<file path="src/design/hrrm_pkg.sv">
`default_nettype none
package hrrm_pkg;
   localparam int REGION_DEPTH = 1024;
   localparam int ENTRY_W = $clog2(REGION_DEPTH);
   localparam int CNT_W = ENTRY_W + 1;
   localparam int IDX_W = 16;
   localparam int WORD_W = 16;
   localparam int COMM_W = 128;
   localparam int PEND_W = COMM_W + 4;

   localparam logic [1:0] OP_READ = 2'd0;
   localparam logic [1:0] OP_WRITE = 2'd1;
   localparam logic [1:0] OP_EXCHANGE = 2'd2;

   localparam int MARK_OUT = 0;
   localparam int MARK_MEM = 1;
   localparam int MARK_DWORD = 2;
   localparam int MARK_QWORD = 3;

   typedef enum logic [1:0] {K_READ, K_WRITE, K_EXCH, K_NOP} kind_type;
   typedef enum logic [1:0] {R_OUT, R_MEM, R_DWORD, R_QWORD} region_type;

   typedef struct packed {
      kind_type kind;
      region_type region;
      logic [ENTRY_W-1:0] entry;
      logic [1:0] part;
      logic [WORD_W-1:0] word;
      logic last;
      logic err;
   } item_type;
endpackage
`default_nettype wire

</file>
<file path="src/design/hrrm_front.sv">
`default_nettype none
module hrrm_front import hrrm_pkg::*; (
   input wire logic [1:0] req_operation,
   input wire logic [IDX_W-1:0] req_reg_index,
   input wire logic [WORD_W-1:0] req_write_word,
   input wire logic req_last_word,
   output item_type item
);
   localparam logic [IDX_W:0] B1 = (IDX_W+1)'(REGION_DEPTH);
   localparam logic [IDX_W:0] B2 = (IDX_W+1)'(2 * REGION_DEPTH);
   localparam logic [IDX_W:0] B4 = (IDX_W+1)'(4 * REGION_DEPTH);
   localparam logic [IDX_W:0] B8 = (IDX_W+1)'(8 * REGION_DEPTH);

   logic [IDX_W:0] idx;
   logic [IDX_W:0] off;
   logic in_range;

   always_comb begin
      idx = {1'b0, req_reg_index};
      off = idx;
      in_range = (idx < B8);
      item.word = req_write_word;
      item.last = req_last_word;
      item.part = 2'd0;
      item.region = R_OUT;
      item.err = 1'b0;
      if (idx < B1) begin
         off = idx;
         item.region = R_OUT;
      end else if (idx < B2) begin
         off = idx - B1;
         item.region = R_MEM;
      end else if (idx < B4) begin
         off = (idx - B2) >> 1;
         item.part = {1'b0, idx[0] ^ B2[0]};
         item.region = R_DWORD;
      end else begin
         off = (idx - B4) >> 2;
         item.part = 2'(idx - B4);
         item.region = R_QWORD;
      end
      item.entry = off[ENTRY_W-1:0];
      unique case (req_operation)
         OP_READ: begin
            item.kind = in_range ? K_READ : K_NOP;
            item.err = !in_range;
         end
         OP_WRITE: begin
            item.kind = in_range ? K_WRITE : K_NOP;
            item.err = !in_range;
         end
         OP_EXCHANGE: item.kind = K_EXCH;
         default: item.kind = K_NOP;
      endcase
   end
endmodule
`default_nettype wire

</file>
<file path="config.mk">
export PLATFORM = sky130hd
export DESIGN_NAME = hrrm_front
export DESIGN_NICKNAME = d
export VERILOG_FILES = /design/src/design/hrrm_pkg.sv /design/src/design/hrrm_front.sv
export SDC_FILE = /design/constraint.sdc
export NUM_CORES = 1
export LEC_CHECK = 0
export BUFFER_PORTS_ARGS = -buffer_cell sky130_fd_sc_hd__buf_2
export CELL_PAD_IN_SITES_DETAIL_PLACEMENT = 0
export CELL_PAD_IN_SITES_GLOBAL_PLACEMENT = 1
export CORE_MARGIN = 1.5
export CORE_UTILIZATION = 19
export DETAILED_ROUTE_END_ITERATION = 6
export MAX_ROUTING_LAYER = met4
export PLACE_DENSITY_LB_ADDON = 0.15
export SETUP_SLACK_MARGIN = 0.4
export SYNTH_ARGS = -nofsm -noshare
export SYNTH_HDL_FRONTEND = slang
export SYNTH_SLANG_ARGS = --single-unit
</file>
<file path="constraint.sdc">
create_clock -name vclk -period 1.75
set_input_delay 0.2625 -clock vclk [all_inputs]
set_output_delay 0.2625 -clock vclk [all_outputs]
set_load 0.005 [all_outputs]
</file>
==> results of run 1 <==
-- cell usage after synthesis --
library cell	n
buf_4	17
nor2b_1	1
a21oi_1	1
buf_6	2
inv_1	1
mux2i_1	9
nor3_1	1
o21ai_0	1
or2_2	1
nor2_1	10
a21oi_2	9
nor4_4	1
a31oi_1	1
nand2b_1	2
and2_1	1
buf_2	1
-- power by group --
group	total [uW]	internal, uW	switching, uW
clock network	0	0	0
registers	0	0	0
logic	128	67.4	60.4
-- worst max path at each step --
| stage | from | end | depth (start not counted) |
|---|---|---|---|
| final | req_reg_index[12] | item[30] | 6 |
| after global routing | req_reg_index[12] | item[29] | 6 |
| after CTS | req_reg_index[15] | item[29] | 6 |
| after detailed placement | req_reg_index[15] | item[29] | 6 |
| after global placement | req_reg_index[15] | item[29] | 6 |
| after floorplan | req_reg_index[15] | item[20] | 4 |
-- placed cells by master, fill, tap and decap left out, drive strengths merged --
cell    netlist  final
buf          20     40
o21ai         1      1
a21oi        10     10
nand2b        2      2
nor4          1      1
nor2         10     10
clkbuf        0      1
nor2b         1      1
mux2i         9      9
inv           1      1
and2          1      1
a31oi         1      1
nor3          1      1
or2           1      1
-- worst max-delay path, stage by stage --
cell	delay, ps
buf_6	90
nor4_4	340
buf_4	190
clkbuf_16	140
o21ai_1	70
buf_2	140
-- through the flow --
| stage | instance area, um^2 | power (uW) | utilization | hold slack, ps |
|---|---|---|---|---|
| after global routing | 611.8 | 141.4 | 0.2793 | 525.0 |
| final | 611.8 | 127.8 | 0.2793 | 525.0 |
| after CTS | 514.2 | 112.3 | 0.2347 | 525.0 |
| after floorplan | 439.2 | 88.85 | - | 560.6 |
| after global placement | 514.2 | 112.4 | 0.2347 | 525.0 |
| after detailed placement | 514.2 | 111.9 | 0.2347 | 525.0 |
-- area by class of cell --
class	count	area [um^2]
tap	28	35.03
inverter	1	3.754
fill	258	1579
timing repair buffer	41	266.5
multi-input combinational	38	306.5
-- logic make-up (layout without fill, tap and decap cells) --
family	after synthesis	in the layout	share of synthesized area
and+or+nand+nor	17	17	0.2165
AOI/OAI and AO/OA	12	12	0.2165
muxes	9	9	0.2051
buffers and inverters	21	42	0.3618
-- routing by layer --
metal  part of all wire  track usage  vias to the layer above
met5                  0            -                        -
li1                   -            -                      226
met2               0.45       0.1234                       19
met1               0.42      0.08947                      194
met4             0.0090      0.01802                        0
met3               0.12     0.008772                        6
-- what timing repair did --
item,CTS,global route
gates cloned,0,2
gates resized for setup,0,8
pin swaps,0,2
endpoints found under the setup margin,15,15
buffers inserted,0,3
==> flow_summary.toml, run 1 <==
[logic_synthesis]
syn_nets = 94
synth_cell_types = 16
synth-seq-area-share = 0
synthesis.instances = 59
yosys-top-cells-area = "buf_4, mux2i_1, a21oi_2"
ys_warn_count = 0
yosys.area.top_type = "buf_4"
netlist_area_um2 = 439.2
synth.top_cell.area_share = 0.2906
synth.avg_cell_area_um2 = 7.444

[place]
hpwl_um = 801.4
dp.cells = 103
place_ws_ps = 217.6
port_buffers = 35
gp_congestion = 0.6389

[grt]
grt_usage = 0.07206
grt_pass1_vias = 384
grt_pass1_wl_mm = 1.538
grt_max_degree = 24
grt_overflow = 0
grt_antenna_before_repair = 0

[hold_path]
hold_path.class = "primary input to primary output"
hold_path_end = "item[11]"
hold_start = "req_write_word[9]"
hold_depth = 0

[drt]
vias = 445
firstDrtPassIters = 2
dr.first_iter.drc_count = 2
via_per_inst = 4.120
routedWlPerCell_um = 10.27
drc_errors = 0
antenna_left = 0
wl_mm = 1.109

[finish]
layoutNonFillerInstCount = 108
seq_cell_count = 0
clkbuf_count = 0
nets = 117
seqCellArea_um2 = 0
drive_above_1_share = 0.6750
area_growth_pct = 39.32
antenna_cells = 0

[critical_path]
worstPathMaxFanout = 6
end_kind = "primary output"
crit_arrival_ps = 1240
critPathKind = "primary input to primary output"
cp-start-kind = "primary input"
crit_required_ps = 1490

[die]
core_area_um2 = 2191
die_w_um = 51.08
start_util = 0.2005
die_area_um2 = 2609
fp-row-count = 17
io_pins = 69
dieHeight_um = 51.08

[timing]
maxSlewViolCount = 0
relSlewSlack = 0.7836
finalCriticalPeriod_ps = 1502
worstMarginPinSlew_ps = 324.6
finalHoldViolCount = 0
finalCritPeriodShare = 0.8580
layout_setup_ws_ps = 248.5
fmax_mhz = 666.0
grt_setup_unrepaired = "true"
setup_tns_ps = 0
setup_violations = 0

[pwr]
p_per_area_nw_per_um2 = 208.8
ir_drop_v = 0.00007774
leakagePower_uw = 0.0002968

[flow_run]
cap_violations = 0

[status]
status = "completed"

[clock_network]
cts_hold_buf = 0
Note: power is estimated with default switching activity, not from simulation.
==> run 2, diff against run 1 <==
Settings changed: PLACE_DENSITY_LB_ADDON 0.15 to 0.1.
==> flow_summary.toml, run 2 (synthesis gave the netlist of run 1 again) <==
[critical_path]
crit_required_ps = 1490
worstPathMaxFanout = 6
end_kind = "primary output"
cp-start-kind = "primary input"
critPathKind = "primary input to primary output"
crit_arrival_ps = 1250

[die]
core_area_um2 = 2191
dieHeight_um = 51.08
die_area_um2 = 2609
io_pins = 69
start_util = 0.2005
fp-row-count = 17
die_w_um = 51.08

[hold_path]
hold_start = "req_write_word[8]"
hold_depth = 0
hold_path.class = "primary input to primary output"
hold_path_end = "item[10]"

[pwr]
ir_drop_v = 0.00004744
pwr-share-comb = 1.000
clkPwrFrac = 0
switching_share = 0.4731
p_seq_frac = 0
p_sw_uw = 64.79
p_per_area_nw_per_um2 = 208.1
leakagePower_uw = 0.0003052
p_int_uw = 72.17

[grt]
grt_pass1_wl_mm = 1.442
grt_max_degree = 24
grt_overflow = 0
grt_antenna_before_repair = 0
grt_usage = 0.06704
grt_pass1_vias = 334

[finish]
drive_above_1_share = 0.7468
final_common_cell = "buf_2"
seq_cell_count = 0
layout.cells.most_common_list = "buf_2, a21oi_2, mux2i_1"
post-route-cell-area_um2 = 658.1
area_growth_pct = 49.86
seqCellArea_um2 = 0
antenna_cells = 0
clkbuf_count = 0
nets = 116

[drt]
routedWlPerCell_um = 10.95
dr.first_iter.drc_count = 3
via_per_inst = 4.168
wl_mm = 1.172
firstDrtPassIters = 2
vias = 446
antenna_left = 0
drc_errors = 0

[timing]
finalCriticalPeriod_ps = 1508
worstMarginPinSlew_ps = 333.5
relSlewSlack = 0.7777
fmax_mhz = 663.2
finalCritPeriodShare = 0.8616
grt_setup_unrepaired = "true"
holdWs_ps = 525.0
setup_tns_ps = 0
setup_violations = 0
maxSlewViolCount = 0
finalHoldViolCount = 0

[status]
status = "completed"

[place]
port_buffers = 35
hpwl_um = 808.9
placed_area_um2 = 514.2
gp_congestion = 0.6211

[flow_run]
cap_violations = 0

[clock_network]
cts_hold_buf = 0
-- run 2: what timing repair did --
action / in CTS / in global routing
buffers inserted: 0 / 2
endpoints found under the hold margin: 0 / 0
gates resized for setup: 0 / 18
pin swaps: 0 / 3
setup endpoints to repair: 14 / 15
cloned: 0 / 2
-- run 2: worst max-delay path by stage --
stage,startpoint,endpoint,cells after the start
5_1_grt,req_reg_index[12],item[29],7
3_3_place_gp,req_reg_index[15],item[29],6
2_1_floorplan,req_reg_index[15],item[20],4
4_1_cts,req_reg_index[15],item[29],6
6_report,req_reg_index[12],item[29],7
3_5_place_dp,req_reg_index[15],item[29],6
-- run 2: final cells by class --
cell class / instances / area (um^2)
Fill cell: 246 / 1533
Multi-Input combinational cell: 38 / 340.3
Timing Repair Buffer: 40 / 279.0
Tap cell: 28 / 35.03
Inverter: 1 / 3.754
-- run 2: per-stage QoR --
step / worst slack [ps] / util / instances / total power (uW)
4_1_cts: 228.5 / 0.2347 / 103 / 112.5
3_3_place_gp: 225.5 / 0.2347 / 103 / 113.3
2_1_floorplan: 533.7 / - / 59 / 88.85
6_report: 242.2 / 0.3004 / 107 / 137.0
5_1_grt: 166.1 / 0.3004 / 107 / 150.7
3_5_place_dp: 227.6 / 0.2347 / 103 / 112.3
-- run 2: power by group through the flow --
| stage | Clock [uW] | Sequential (uW) | Combinational (uW) |
|---|---|---|---|
| 2_1_floorplan | 0 | 0 | 88.9 |
| 3_5_place_dp | 0 | 0 | 112 |
| 6_report | 0 | 0 | 137 |
| 3_3_place_gp | 0 | 0 | 113 |
| 5_1_grt | 0 | 0 | 151 |
| 4_1_cts | 0 | 0 | 113 |
-- run 2: critical path, stage by stage --
cell and delay (ps):
buf_6 90, nor4_4 270, buf_4 180, buf_12 120, a21oi_2 50, a31oi_1 140
buf_2 130
-- run 2: per-layer routing --
| metal | vias up | track usage | wire length, um | part of all wire |
|---|---|---|---|---|
| met5 | - | - | 0 | 0 |
| met4 | 0 | 0.009009 | 2 | 0.0017 |
| met3 | 2 | 0.008772 | 66 | 0.056 |
| met2 | 14 | 0.1126 | 622 | 0.53 |
| met1 | 207 | 0.08772 | 481 | 0.41 |
| li1 | 223 | - | - | - |
==> run 3, diff against run 2 <==
Settings changed: PLACE_DENSITY_LB_ADDON 0.1 to 0.15, REMOVE_ABC_BUFFERS set to 1.
==> flow_summary.toml, run 3 (synthesis gave the netlist of run 1 again) <==
[finish]
clkbuf_count = 0
antenna_cells = 0
layout.cells.most_common_list = "buf_2, a21oi_2, mux2i_1"
multiInputGateArea_um2 = 342.8
nets = 115
final_common_cell = "buf_2"
layoutNonFillerInstCount = 106
area_growth_pct = 51.00
drive_above_1_share = 0.7564
seqCellArea_um2 = 0
utilization = 0.3027
seq_cell_count = 0
num-fill-cells = 246

[timing]
finalCriticalPeriod_ps = 1481
grt_setup_unrepaired = "true"
worstMarginPinSlew_ps = 331.6
finalCritPeriodShare = 0.8461
relSlewSlack = 0.7789
fmax_mhz = 675.3
finalHoldViolCount = 0
setup_violations = 0
maxSlewViolCount = 0

[die]
io_pins = 69
die_w_um = 51.08
fp-row-count = 17
start_util = 0.2005
die_area_um2 = 2609
dieHeight_um = 51.08
core_area_um2 = 2191

[pwr]
pwr-share-comb = 1.000
p_sw_uw = 64.93
p_per_area_nw_per_um2 = 210.1
ir_drop_v = 0.00007053
power_uw = 139.3
switching_share = 0.4661
p_int_uw = 74.37
p_seq_frac = 0
leakagePower_uw = 0.0003051
clkPwrFrac = 0

[place]
port_buffers = 35
hpwl_mm = 1.065
dp.cells = 103
gp_congestion = 0.5836

[status]
status = "completed"

[hold_path]
hold_path.class = "primary input to primary output"

[drt]
via_per_inst = 4.547
dr.first_iter.drc_count = 2
firstDrtPassIters = 3
drc_errors = 0
wl_mm = 1.468
antenna_left = 0
routedWlPerCell_um = 13.85
vias = 482

[critical_path]
crit_required_ps = 1490
worstPathMaxFanout = 6
cp_slowest_cell = "nor4_4"
max_stage_delay_ps = 270
path_cells = "buf_6 > nor4_4 > buf_6 > buf_12 > a21oi_2 > a31oi_1 > buf_2"
cp-start-kind = "primary input"
end_kind = "primary output"
critPathKind = "primary input to primary output"
critical_path.most_common_cell = "buf_6"
crit_arrival_ps = 1220

[grt]
grt_pass1_wl_mm = 1.731
grt_max_degree = 24
grt_pass1_vias = 400
grt_usage = 0.08835
grt_overflow = 0
grt_antenna_before_repair = 0

[flow_run]
cap_violations = 0
==> run 3: repair_timing <==
item                                    4_1_cts  5_1_grt
pin swaps                                     0        4
endpoints found under the setup margin       14       15
gates cloned                                  0        2
gates resized for setup                       0       21
hold buffers                                  0        0
setup buffers                                 0        1
==> run 3: area by class of cell <==
class	count	share of cell area
Multi-Input combinational cell	38	0.5170
Timing Repair Buffer	39	0.4245
Tap cell	28	0.05283
Inverter	1	0.005660
==> run 3: worst max-delay path, delay by kind of cell <==
| family | cells | cell delay (ps) |
|---|---|---|
| buffers and inverters | 4 | 500 |
| AND/OR/NAND/NOR | 1 | 270 |
| AO/OA/AOI/OAI | 2 | 170 |
==> run 3: through the flow <==
stage	hold WS, ps	area (um^2)	worst slack, ps	setup TNS, ps
2_1_floorplan	525.0	284.0	-42.22	-42.22
3_3_place_gp	525.0	514.2	242.3	0
3_5_place_dp	525.0	514.2	236.1	0
4_1_cts	525.0	514.2	234.5	0
5_1_grt	525.0	663.1	195.7	0
6_report	525.0	663.1	269.3	0
==> run 3: routing by layer <==
metal | routed length [um] | up-vias | track usage
met5 | 0 | - | -
met4 | 0 | 0 | 0
met3 | 239 | 0 | 0.07895
met2 | 573 | 44 | 0.1126
met1 | 655 | 216 | 0.1088
li1 | - | 222 | -
==> run 3: power groups by stage <==
| stage | sequential, uW | combinational (uW) | clock [uW] |
|---|---|---|---|
| final | 0 | 139 | 0 |
| after global routing | 0 | 153 | 0 |
| after CTS | 0 | 112 | 0 |
| after detailed placement | 0 | 112 | 0 |
| after global placement | 0 | 112 | 0 |
| after floorplan | 0 | 50.4 | 0 |
==> run 3: final timing paths <==
path,cells after the start,endpoint,start,slack (ps)
worst max-delay path,7,item[29],req_reg_index[12],270
worst min-delay path,0,item[16],req_write_word[14],530
