--- config.mk ---
export PLATFORM = sky130hd
export DESIGN_NAME = hrrm_queue
export DESIGN_NICKNAME = d
export VERILOG_FILES = /design/src/design/hrrm_pkg.sv /design/src/design/hrrm_queue.sv
export SDC_FILE = /design/constraint.sdc
export NUM_CORES = 1
export LEC_CHECK = 0
export BUFFER_PORTS_ARGS = -buffer_cell sky130_fd_sc_hd__buf_2
export CAP_MARGIN = 5
export CORE_AREA = 2 2 80 82
export DETAILED_ROUTE_END_ITERATION = 8
export DIE_AREA = 0 0 82 84
export MAX_ROUTING_LAYER = met4
export PLACE_DENSITY = 0.72
export SYNTH_ARGS = -nofsm -noshare
export SYNTH_HDL_FRONTEND = slang
export SYNTH_SLANG_ARGS = --single-unit
--- constraint.sdc ---
create_clock -name clock -period 2.35 [get_ports clock]
set_input_delay 0.3525 -clock clock [delete_from_list [all_inputs] [get_ports clock]]
set_output_delay 0.3525 -clock clock [all_outputs]
set_load 0.1 [all_outputs]
--- src/design/hrrm_pkg.sv ---
`default_nettype none
package hrrm_pkg;
   localparam int REGION_DEPTH = 1024;
   localparam int ENTRY_W = $clog2(REGION_DEPTH);
   localparam int CNT_W = ENTRY_W + 1;
   localparam int IDX_W = 16;
   localparam int WORD_W = 16;
   localparam int COMM_W = 128;
   localparam int PEND_W = COMM_W + 4;

   localparam logic [1:0] OP_READ = 2'd0;
   localparam logic [1:0] OP_WRITE = 2'd1;
   localparam logic [1:0] OP_EXCHANGE = 2'd2;

   localparam int MARK_OUT = 0;
   localparam int MARK_MEM = 1;
   localparam int MARK_DWORD = 2;
   localparam int MARK_QWORD = 3;

   typedef enum logic [1:0] {K_READ, K_WRITE, K_EXCH, K_NOP} kind_type;
   typedef enum logic [1:0] {R_OUT, R_MEM, R_DWORD, R_QWORD} region_type;

   typedef struct packed {
      kind_type kind;
      region_type region;
      logic [ENTRY_W-1:0] entry;
      logic [1:0] part;
      logic [WORD_W-1:0] word;
      logic last;
      logic err;
   } item_type;
endpackage
`default_nettype wire

--- src/design/hrrm_queue.sv ---
`default_nettype none
module hrrm_queue import hrrm_pkg::*; (
   input wire logic clock,
   input wire logic reset,
   input wire logic push,
   input wire item_type push_item,
   output logic full,
   input wire logic pop,
   output logic head_valid,
   output item_type head
);
   item_type slot_ff [2];
   logic [1:0] count_ff, count_in;
   logic rd_ptr_ff, wr_ptr_ff;

   assign full = (count_ff == 2'd2);
   assign head_valid = (count_ff != 2'd0);
   assign head = slot_ff[rd_ptr_ff];

   always_comb begin
      count_in = count_ff;
      if (push && !pop) begin
         count_in = count_ff + 2'd1;
      end else if (pop && !push) begin
         count_in = count_ff - 2'd1;
      end
   end

   always_ff @(posedge clock) begin
      if (reset) begin
         count_ff <= 2'd0;
         rd_ptr_ff <= 1'b0;
         wr_ptr_ff <= 1'b0;
      end else begin
         count_ff <= count_in;
         if (push) begin
            wr_ptr_ff <= !wr_ptr_ff;
         end
         if (pop) begin
            rd_ptr_ff <= !rd_ptr_ff;
         end
      end
      if (push) begin
         slot_ff[wr_ptr_ff] <= push_item;
      end
   end

   assert property (@(posedge clock) disable iff (reset) count_ff != 2'd3)
      else $error("queue overfilled");
   assert property (@(posedge clock) disable iff (reset) pop |-> head_valid)
      else $error("pop of empty queue");
endmodule
`default_nettype wire

==> flow_metrics.tcl, run 1 <==
set metrics [dict create \
    cp-start-kind "flop" \
    r2r_cells 2 \
    path_class "reg2out" \
    n_antenna_cell 0 \
    dr.pass1.iters 4 \
    end_kind "output pin" \
    cp.arrival_ps 1570 \
    ir_worst_vdd_mv 0.517 \
    viasPerCell 4.69 \
    nNetsFinal 251 \
    syn_inst 128 \
    die_h_um 84 \
    cts_max_level 3 \
    yosysWarnings 0 \
    ys_top_cells_by_area "edfxtp_1, mux2_2, dfxtp_1, buf_4, xnor2_1" \
    ys_seq_area_share_pct 80.5 \
    yosys.cell_types.count 17 \
    clock.fmax_mhz 520 \
    fin_crit_sh_pct 81.9 \
    path_buf_inv 2 \
    worstSkewPairLatency_ps 330 \
    setup_tns_ps 0 \
    drc_errors 0 \
    grt_max_degree 25 \
    netlist.area_leader.share_pct 76.7 \
    fin_cells 294 \
    placed_area_um2 3660 \
    synth.cell_area_um2 2660 \
    grt_usage_pct 14.6 \
    post-dp-hpwl_um 3090 \
    cellLeakagePower_nw 1.45 \
    grt_pass1_wl_um 6860 \
    status "completed" \
    drive_gt1_share_pct 59.4 \
    overflow 0 \
    num_rows 29 \
    cpPeakStageDelay_ps 410 \
    dieArea_um2 6890 \
    hold_viol 0 \
    die_w_um 82 \
    cts.path.max_buffers 2 \
    critical-path-top-delay-family "buffers and inverters" \
    fin_crit_ps 1920 \
    ant_nets 0 \
    final_cell_area_um2 3820 \
    post_cts_resized 0 \
    clkTransAtPathRegs_ps 70 \
    wl_per_cell_um 15.2 \
    ys_ff_latch 73 \
    postRouteWirelength_um 4460 \
    setup_viol 0 \
    worst_ep_required_time_ps 2000 \
    cts_buffers 9 \
    skew_ps 3.12 \
    p_per_area_nw_per_um2 883 \
    postCtsSetupBuffers 0 \
    grt_pass1_vias 1476 \
    synth_fp_nets 167 \
    syn_to_final_growth_pct 43.5 \
    clkSinkCount 73 \
    core_area_um2 6100 \
    place_inst 278 \
    drv_slew 0 \
    cp_cell_sequence "buf_4 -> mux2_2 -> buf_12" \
    relSlewSlack_pct 67.6 \
    place.gp.congestion 0.673 \
    port_buffers 73 \
    final_common_cell "edfxtp_1" \
    yosysTopAreaCell "edfxtp_1" \
    io_pins 74 \
    drv_cap 0 \
    cts_hold_buf 0 \
    timing.hold.ws_ps 201 \
    crit_fanout 24 \
    vias 1378 \
    mostFrequentLayoutCells "edfxtp_1, buf_2, buf_12, mux2_2, clkbuf_8" \
    worst-path-stages 3 \
    antenna_found_initial 0 \
    slowest_stage "mux2_2" \
    hold_class "in2reg" \
    avgSynthCellArea_um2 20.8 \
    tightest_slew_ps 489 \
    rsz0062_at_grt "no" \
    hold-path-cell-count 1 \
    cts_root_buf "clkbuf_8" \
    start_util_pct 43.7 \
    tritoncts "built" \
    drt_iter0_markers 42 \
]
-- cell type report --
cell class | count | area, um^2
inverter | 1 | 3.75
fill | 454 | 2280
multi-input combinational | 50 | 498
timing repair buffer | 77 | 918
tap | 77 | 96.3
clock inverter | 7 | 37.5
sequential | 73 | 2140
clock buffer | 9 | 124
-- per-layer routing --
layer / wire [um] / share of wire [%] / track usage (%)
met1: 1720 / 39 / 15.4
met2: 2390 / 54 / 23.7
met3: 245 / 5.5 / 3.79
met4: 101 / 2.3 / 9.09
met5: 0 / 0 / -
-- registers in the layout, indices dropped and copies added (netlist names), named ones only --
register / count
count_ff: 2
rd_ptr_ff: 1
slot_ff: 68
wr_ptr_ff: 1
-- per-stage QoR --
step                      total power [mW]  worst slack, ps  utilization, %
after floorplan                       2.24             35.3               -
after global placement                2.61              785            60.0
after detailed placement              2.62              771            60.0
after CTS                             3.41              386            62.7
after global routing                  3.49              354            62.7
final                                 3.37              426            62.7
-- synthesized netlist by cell type --
cell type  instances
xnor2_1            2
and2_1             1
xor2_1             2
nor2b_1            1
or2_2              1
dfxtp_1            5
o21ai_0            1
inv_1              1
or3_1              1
a21oi_1            1
and2b_2            1
nor2_1             4
edfxtp_1          68
mux2_2            34
buf_2              1
buf_4              3
ha_1               1
-- cell families after synthesis --
family                   synth area share, %
AO/OA/AOI/OAI                          0.376
XOR/XNOR                                1.32
adder cells (fa/ha/maj)                0.470
buffers and inverters                   1.17
flip-flops                              80.5
multiplexers                            14.4
AND/OR/NAND/NOR                         1.83
-- final timing paths --
path / from / endpoint / slack (ps)
max: flop / head[7] / 430
min: push_item[27] / slot_ff[0][27] / 200
max reg2reg: wr_ptr_ff / slot_ff[1][17] / 870
min reg2reg: count_ff[1] / count_ff[1] / 500
-- where the power goes --
part	internal [mW]	switching, mW	total, mW
registers	1.51	0.0233	1.54
clock network	0.369	0.418	0.787
logic	0.363	0.688	1.05
No activity file was read; power rests on OpenSTA's default activity.
==> run 2: changes to the inputs <==
--- a/config.mk
+++ b/config.mk
@@ -7,11 +7,11 @@
 export LEC_CHECK = 0
 export BUFFER_PORTS_ARGS = -buffer_cell sky130_fd_sc_hd__buf_2
 export CAP_MARGIN = 5
-export CORE_AREA = 2 2 80 82
+export CORE_AREA = 2 2 76 78
 export DETAILED_ROUTE_END_ITERATION = 8
-export DIE_AREA = 0 0 82 84
+export DIE_AREA = 0 0 78 80
 export MAX_ROUTING_LAYER = met4
-export PLACE_DENSITY = 0.72
+export PLACE_DENSITY = 0.76
 export SYNTH_ARGS = -nofsm -noshare
 export SYNTH_HDL_FRONTEND = slang
 export SYNTH_SLANG_ARGS = --single-unit
==> constraint.sdc (replaced) <==
create_clock -name clock -period 1.8 [get_ports clock]
set_input_delay 0.27 -clock clock [delete_from_list [all_inputs] [get_ports clock]]
set_output_delay 0.27 -clock clock [all_outputs]
set_load 0.1 [all_outputs]
==> run 2 against run 1 <==
Effect of this change:
- non-clock buffer count stayed put
- largest power group unchanged
- via count up 2.5%
- hold slack got worse by 75 ps
- highest routed layer unchanged
- die area decreased by 9.4%
- sequential power increased by 31%
==> flow_metrics.tcl, run 2 (synthesis results as in run 1) <==
set metrics [dict create \
    fin_crit_ps 1730 \
    die_w_um 78 \
    tightest_slew_ps 485 \
    drv_cap 0 \
    postCtsSetupBuffers 0 \
    top_layer_used "met4" \
    crit-reg2reg-launch "wr_ptr_ff" \
    wl_met2_um 2720 \
    clkSinkCount 73 \
    cts_hold_buf 0 \
    setup_tns_ps 0 \
    viasPerCell 4.89 \
    grt_usage_pct 16.7 \
    status "completed" \
    cellLeakagePower_nw 1.47 \
    drc_errors 0 \
    syn_to_final_growth_pct 44.8 \
    slowest_stage "dfxtp_4" \
    num_rows 27 \
    placed_area_um2 3670 \
    worstSkewPairLatency_ps 330 \
    cp.arrival_ps 1460 \
    cts.path.max_buffers 2 \
    skew_ps 4.27 \
    tritoncts "built" \
    hold_viol 0 \
    ant_nets 0 \
    wl_per_cell_um 16.7 \
    path_buf_inv 2 \
    ir_worst_vdd_mv 0.776 \
    start_util_pct 49.3 \
    worst-path-stages 3 \
    crit_fanout 17 \
    drt_iter0_markers 66 \
    critical-path-top-delay-family "flip-flops" \
    drv_slew 0 \
    relSlewSlack_pct 67.9 \
    rsz0062_at_grt "no" \
    reg2reg_setup_slack_ps 440 \
    clkTransAtPathRegs_ps 70 \
    hold_class "in2reg" \
    r2r-end "slot_ff[1][5]" \
    p_per_area_nw_per_um2 1150 \
    cp_cell_sequence "clkbuf_16 -> mux2_2 -> buf_12" \
    end_kind "output pin" \
    dieArea_um2 6240 \
    p_total_mw 4.43 \
    top_regs "slot_ff (68), count_ff (2)" \
    setup_viol 0 \
    io_pins 74 \
    final_cell_area_um2 3860 \
    r2r_cells 2 \
    core_area_um2 5410 \
    largest_register_ffs 68 \
    postRouteWirelength_um 4820 \
    fin_crit_sh_pct 95.9 \
    cts_buffers 9 \
    final_util_pct 71.3 \
    overflow 0 \
    clock.fmax_mhz 579 \
    cp-start-kind "flop" \
    timing.hold.ws_ps 126 \
    antenna_found_initial 0 \
    crit_end "head[27]" \
    cts_max_level 3 \
    die_h_um 80 \
    holdCritStartpoint "push_item[30]" \
    wl_met3_um 154 \
    cpPeakStageDelay_ps 380 \
    grt_max_degree 35 \
    fin_cells 289 \
    worst_ep_required_time_ps 1530 \
    path_class "reg2out" \
    vias 1413 \
    place.gp.congestion 0.734 \
    nNetsFinal 251 \
    drive_gt1_share_pct 59.0 \
    grt_pass1_wl_um 7230 \
    place_inst 272 \
    final_common_cell "edfxtp_1" \
    wl_met1_um 1840 \
    dr.pass1.iters 4 \
    mostFrequentLayoutCells "edfxtp_1, buf_2, buf_12, mux2_2, clkbuf_8" \
    regMostFlops "slot_ff" \
    grt_pass1_vias 1492 \
    cts_root_buf "clkbuf_8" \
    setup_ws_ps 73.7 \
    n_antenna_cell 0 \
    port_buffers 73 \
    dp_slack_ps 370 \
    post-dp-hpwl_um 3160 \
]
run 2: changes by cell type in the layout (fill, tap and decap cells not counted), sizes merged:
| cell | delta |
|---|---|
| clkbuf | +4 |
| clkinvlp | -2 |
| clkinv | -1 |
| buf | -1 |
run 2: cell type report:
class                   count  area [um^2]
flip-flops and latches     73         2150
fillers                   343         1550
repair buffers             77          961
multi-input cells          50          500
clock buffers              12          135
well taps                  72         90.1
clock inverters             4         20.0
inverters                   1         3.75
run 2: worst reg2reg max path, delay by kind of cell, from the launching register on:
kind                   cells  cell delay, ps
DFF                        1             410
buffers and inverters      1             250
and+or+nand+nor            1             380
run 2: worst min-delay path by stage:
stage	to	slack [ps]	depth (start not counted)
after global placement	slot_ff[0][11]	460	1
final	slot_ff[0][30]	130	1
after detailed placement	slot_ff[0][0]	460	1
after global routing	slot_ff[1][17]	110	1
after floorplan	count_ff[1]	340	1
after CTS	slot_ff[1][0]	110	1
run 2: what timing repair did:
item | 4_1_cts | 5_1_grt
endpoints found under the setup margin | 1 | 33
resized for setup | 1 | 2
cloned | 0 | 1
endpoints found under the hold margin | 0 | 0
run 2: power by group:
group / switching, mW / internal, mW
clock network: 0.530 / 0.492
registers: 0.0356 / 1.97
logic: 0.904 / 0.492
total: 1.47 / 2.96
run 2: metal layers:
metal | global-route usage, % | vias to the layer above
met3 | 3.73 | 9
met2 | 28.4 | 39
met4 | 10.7 | 0
li1 | - | 662
met5 | - | -
met1 | 17.6 | 703
==> run 3: changes to the inputs <==
--- a/config.mk
+++ b/config.mk
@@ -7,11 +7,11 @@
 export LEC_CHECK = 0
 export BUFFER_PORTS_ARGS = -buffer_cell sky130_fd_sc_hd__buf_2
 export CAP_MARGIN = 5
-export CORE_AREA = 2 2 76 78
+export CORE_AREA = 2 2 107 57
 export DETAILED_ROUTE_END_ITERATION = 8
-export DIE_AREA = 0 0 78 80
+export DIE_AREA = 0 0 109 59
 export MAX_ROUTING_LAYER = met4
-export PLACE_DENSITY = 0.76
+export PLACE_DENSITY = 0.75
 export SYNTH_ARGS = -nofsm -noshare
 export SYNTH_HDL_FRONTEND = slang
 export SYNTH_SLANG_ARGS = --single-unit
==> run 3 against run 2 <==
Effect of this change:
- setup slack worse by 2.1 ps
- cell count increased by 1.4%
- sequential share of layout area grew 0.15 points
- die area is 3.1% higher
- sequential power hardly changed
- cell area down 0.39%
- maximum frequency shrank 0.12%
- clock skew up 3.0 ps
- core utilization shrank 0.16 points
- critical path type unchanged
- critical endpoint is now head[25]
==> flow_metrics.tcl, run 3 (synthesis results as in run 1) <==
set metrics [dict create \
    nNetsFinal 254 \
    status "completed" \
    tritoncts "built" \
    relSlewSlack_pct 67.8 \
    n_antenna_cell 0 \
    setup_viol 0 \
    end_kind "output pin" \
    grt_pass1_wl_um 6950 \
    final_util_pct 71.2 \
    worst_ep_required_time_ps 1530 \
    syn_to_final_growth_pct 44.3 \
    place.gp.congestion 0.654 \
    die_w_um 109 \
    post-dp-hpwl_um 3310 \
    critical-path-top-delay-family "multiplexers" \
    clkSinkCount 73 \
    cts_root_buf "clkbuf_8" \
    drt_iter0_markers 40 \
    overflow 0 \
    multiInputGateArea_um2 497 \
    start_util_pct 49.3 \
    cellLeakagePower_nw 1.46 \
    grt_usage_pct 15.7 \
    cp.arrival_ps 1460 \
    worstSkewPairLatency_ps 340 \
    p_total_mw 4.43 \
    antenna_found_initial 0 \
    cp_cell_sequence "buf_8 -> mux2_2 -> buf_12" \
    final_common_cell "edfxtp_1" \
    drv_slew 0 \
    cpPeakStageDelay_ps 390 \
    fin_crit_ps 1730 \
    tightest_slew_ps 487 \
    path_buf_inv 2 \
    num_rows 19 \
    fillerInstances 332 \
    grt_max_degree 25 \
    viasPerCell 4.79 \
    crit_fanout 16 \
    grt_pass1_vias 1563 \
    hold_viol 0 \
    cts_buffers 9 \
    ir_worst_vdd_mv 0.682 \
    core_area_um2 5400 \
    cts_hold_buf 0 \
    timing.hold.ws_ps 118 \
    cp-start-kind "flop" \
    mostFrequentLayoutCells "edfxtp_1, buf_2, mux2_2, buf_12, clkbuf_8" \
    ant_nets 0 \
    fin_crit_sh_pct 96.0 \
    clkTransAtPathRegs_ps 70 \
    io_pins 74 \
    postRouteWirelength_um 4530 \
    cts.path.max_buffers 2 \
    clock.fmax_mhz 579 \
    die_h_um 59 \
    slowest_stage "mux2_2" \
    reg2reg_setup_slack_ps 580 \
    wl_per_cell_um 15.5 \
    dr.pass1.iters 3 \
    drv_cap 0 \
    drc_errors 0 \
    regMostFlops "slot_ff" \
    top_regs "slot_ff (68), count_ff (2)" \
    cts_max_level 3 \
    port_buffers 73 \
    layout.area.seq_um2 2140 \
    dp_slack_ps 344 \
    hold_class "in2reg" \
    skew_ps 7.25 \
    setup_ws_ps 71.6 \
    vias 1404 \
    drive_gt1_share_pct 60.5 \
    rsz0062_at_grt "no" \
    largest_register_ffs 68 \
    path_class "reg2out" \
    dieArea_um2 6430 \
    p_per_area_nw_per_um2 1150 \
]
==> run 3: timing repair <==
item                       in CTS  in global routing
gates resized for setup         0                  5
gates cloned                    0                  0
setup endpoints to repair      30                 30
buffers inserted                0                  0
==> run 3: layout make-up <==
type                            instances  share of cell area, %
Tap cell                               73                   2.38
Multi-Input combinational cell         50                   12.9
Sequential cell                        73                   55.8
Clock buffer                           10                   3.32
Timing Repair Buffer                   80                   24.6
Clock inverter                          6                  0.912
Inverter                                1                 0.0977
==> run 3: where the power goes <==
part / switching (mW) / internal, mW / total (mW)
registers: 0.0336 / 1.97 / 2.01
logic: 0.898 / 0.482 / 1.38
clock network: 0.550 / 0.489 / 1.04
total: 1.48 / 2.95 / 4.43
==> run 3: stage by stage <==
step / area (um^2) / TNS (ps) / std cells
floorplan: 2670 / 0 / 128
global placement: 3660 / 0 / 277
detailed placement: 3660 / 0 / 277
CTS: 3820 / -341 / 293
global route: 3840 / 0 / 293
finish: 3840 / 0 / 293
==> run 3: path summary, 6_finish.rpt <==
path	cells after the start	endpoint	startpoint
setup / recovery	3	head[25]	flop
hold / removal	1	slot_ff[0][23]	push_item[23]
setup reg to reg	2	slot_ff[1][8]	wr_ptr_ff
hold reg to reg	2	count_ff[1]	count_ff[1]
==> run 3: routing by layer <==
metal / track usage (%) / up-vias / routed length (um)
met5: - / - / 0
met4: 4.40 / 0 / 42
met3: 6.26 / 6 / 171
met2: 29.7 / 31 / 2720
met1: 15.1 / 698 / 1590
li1: - / 669 / -
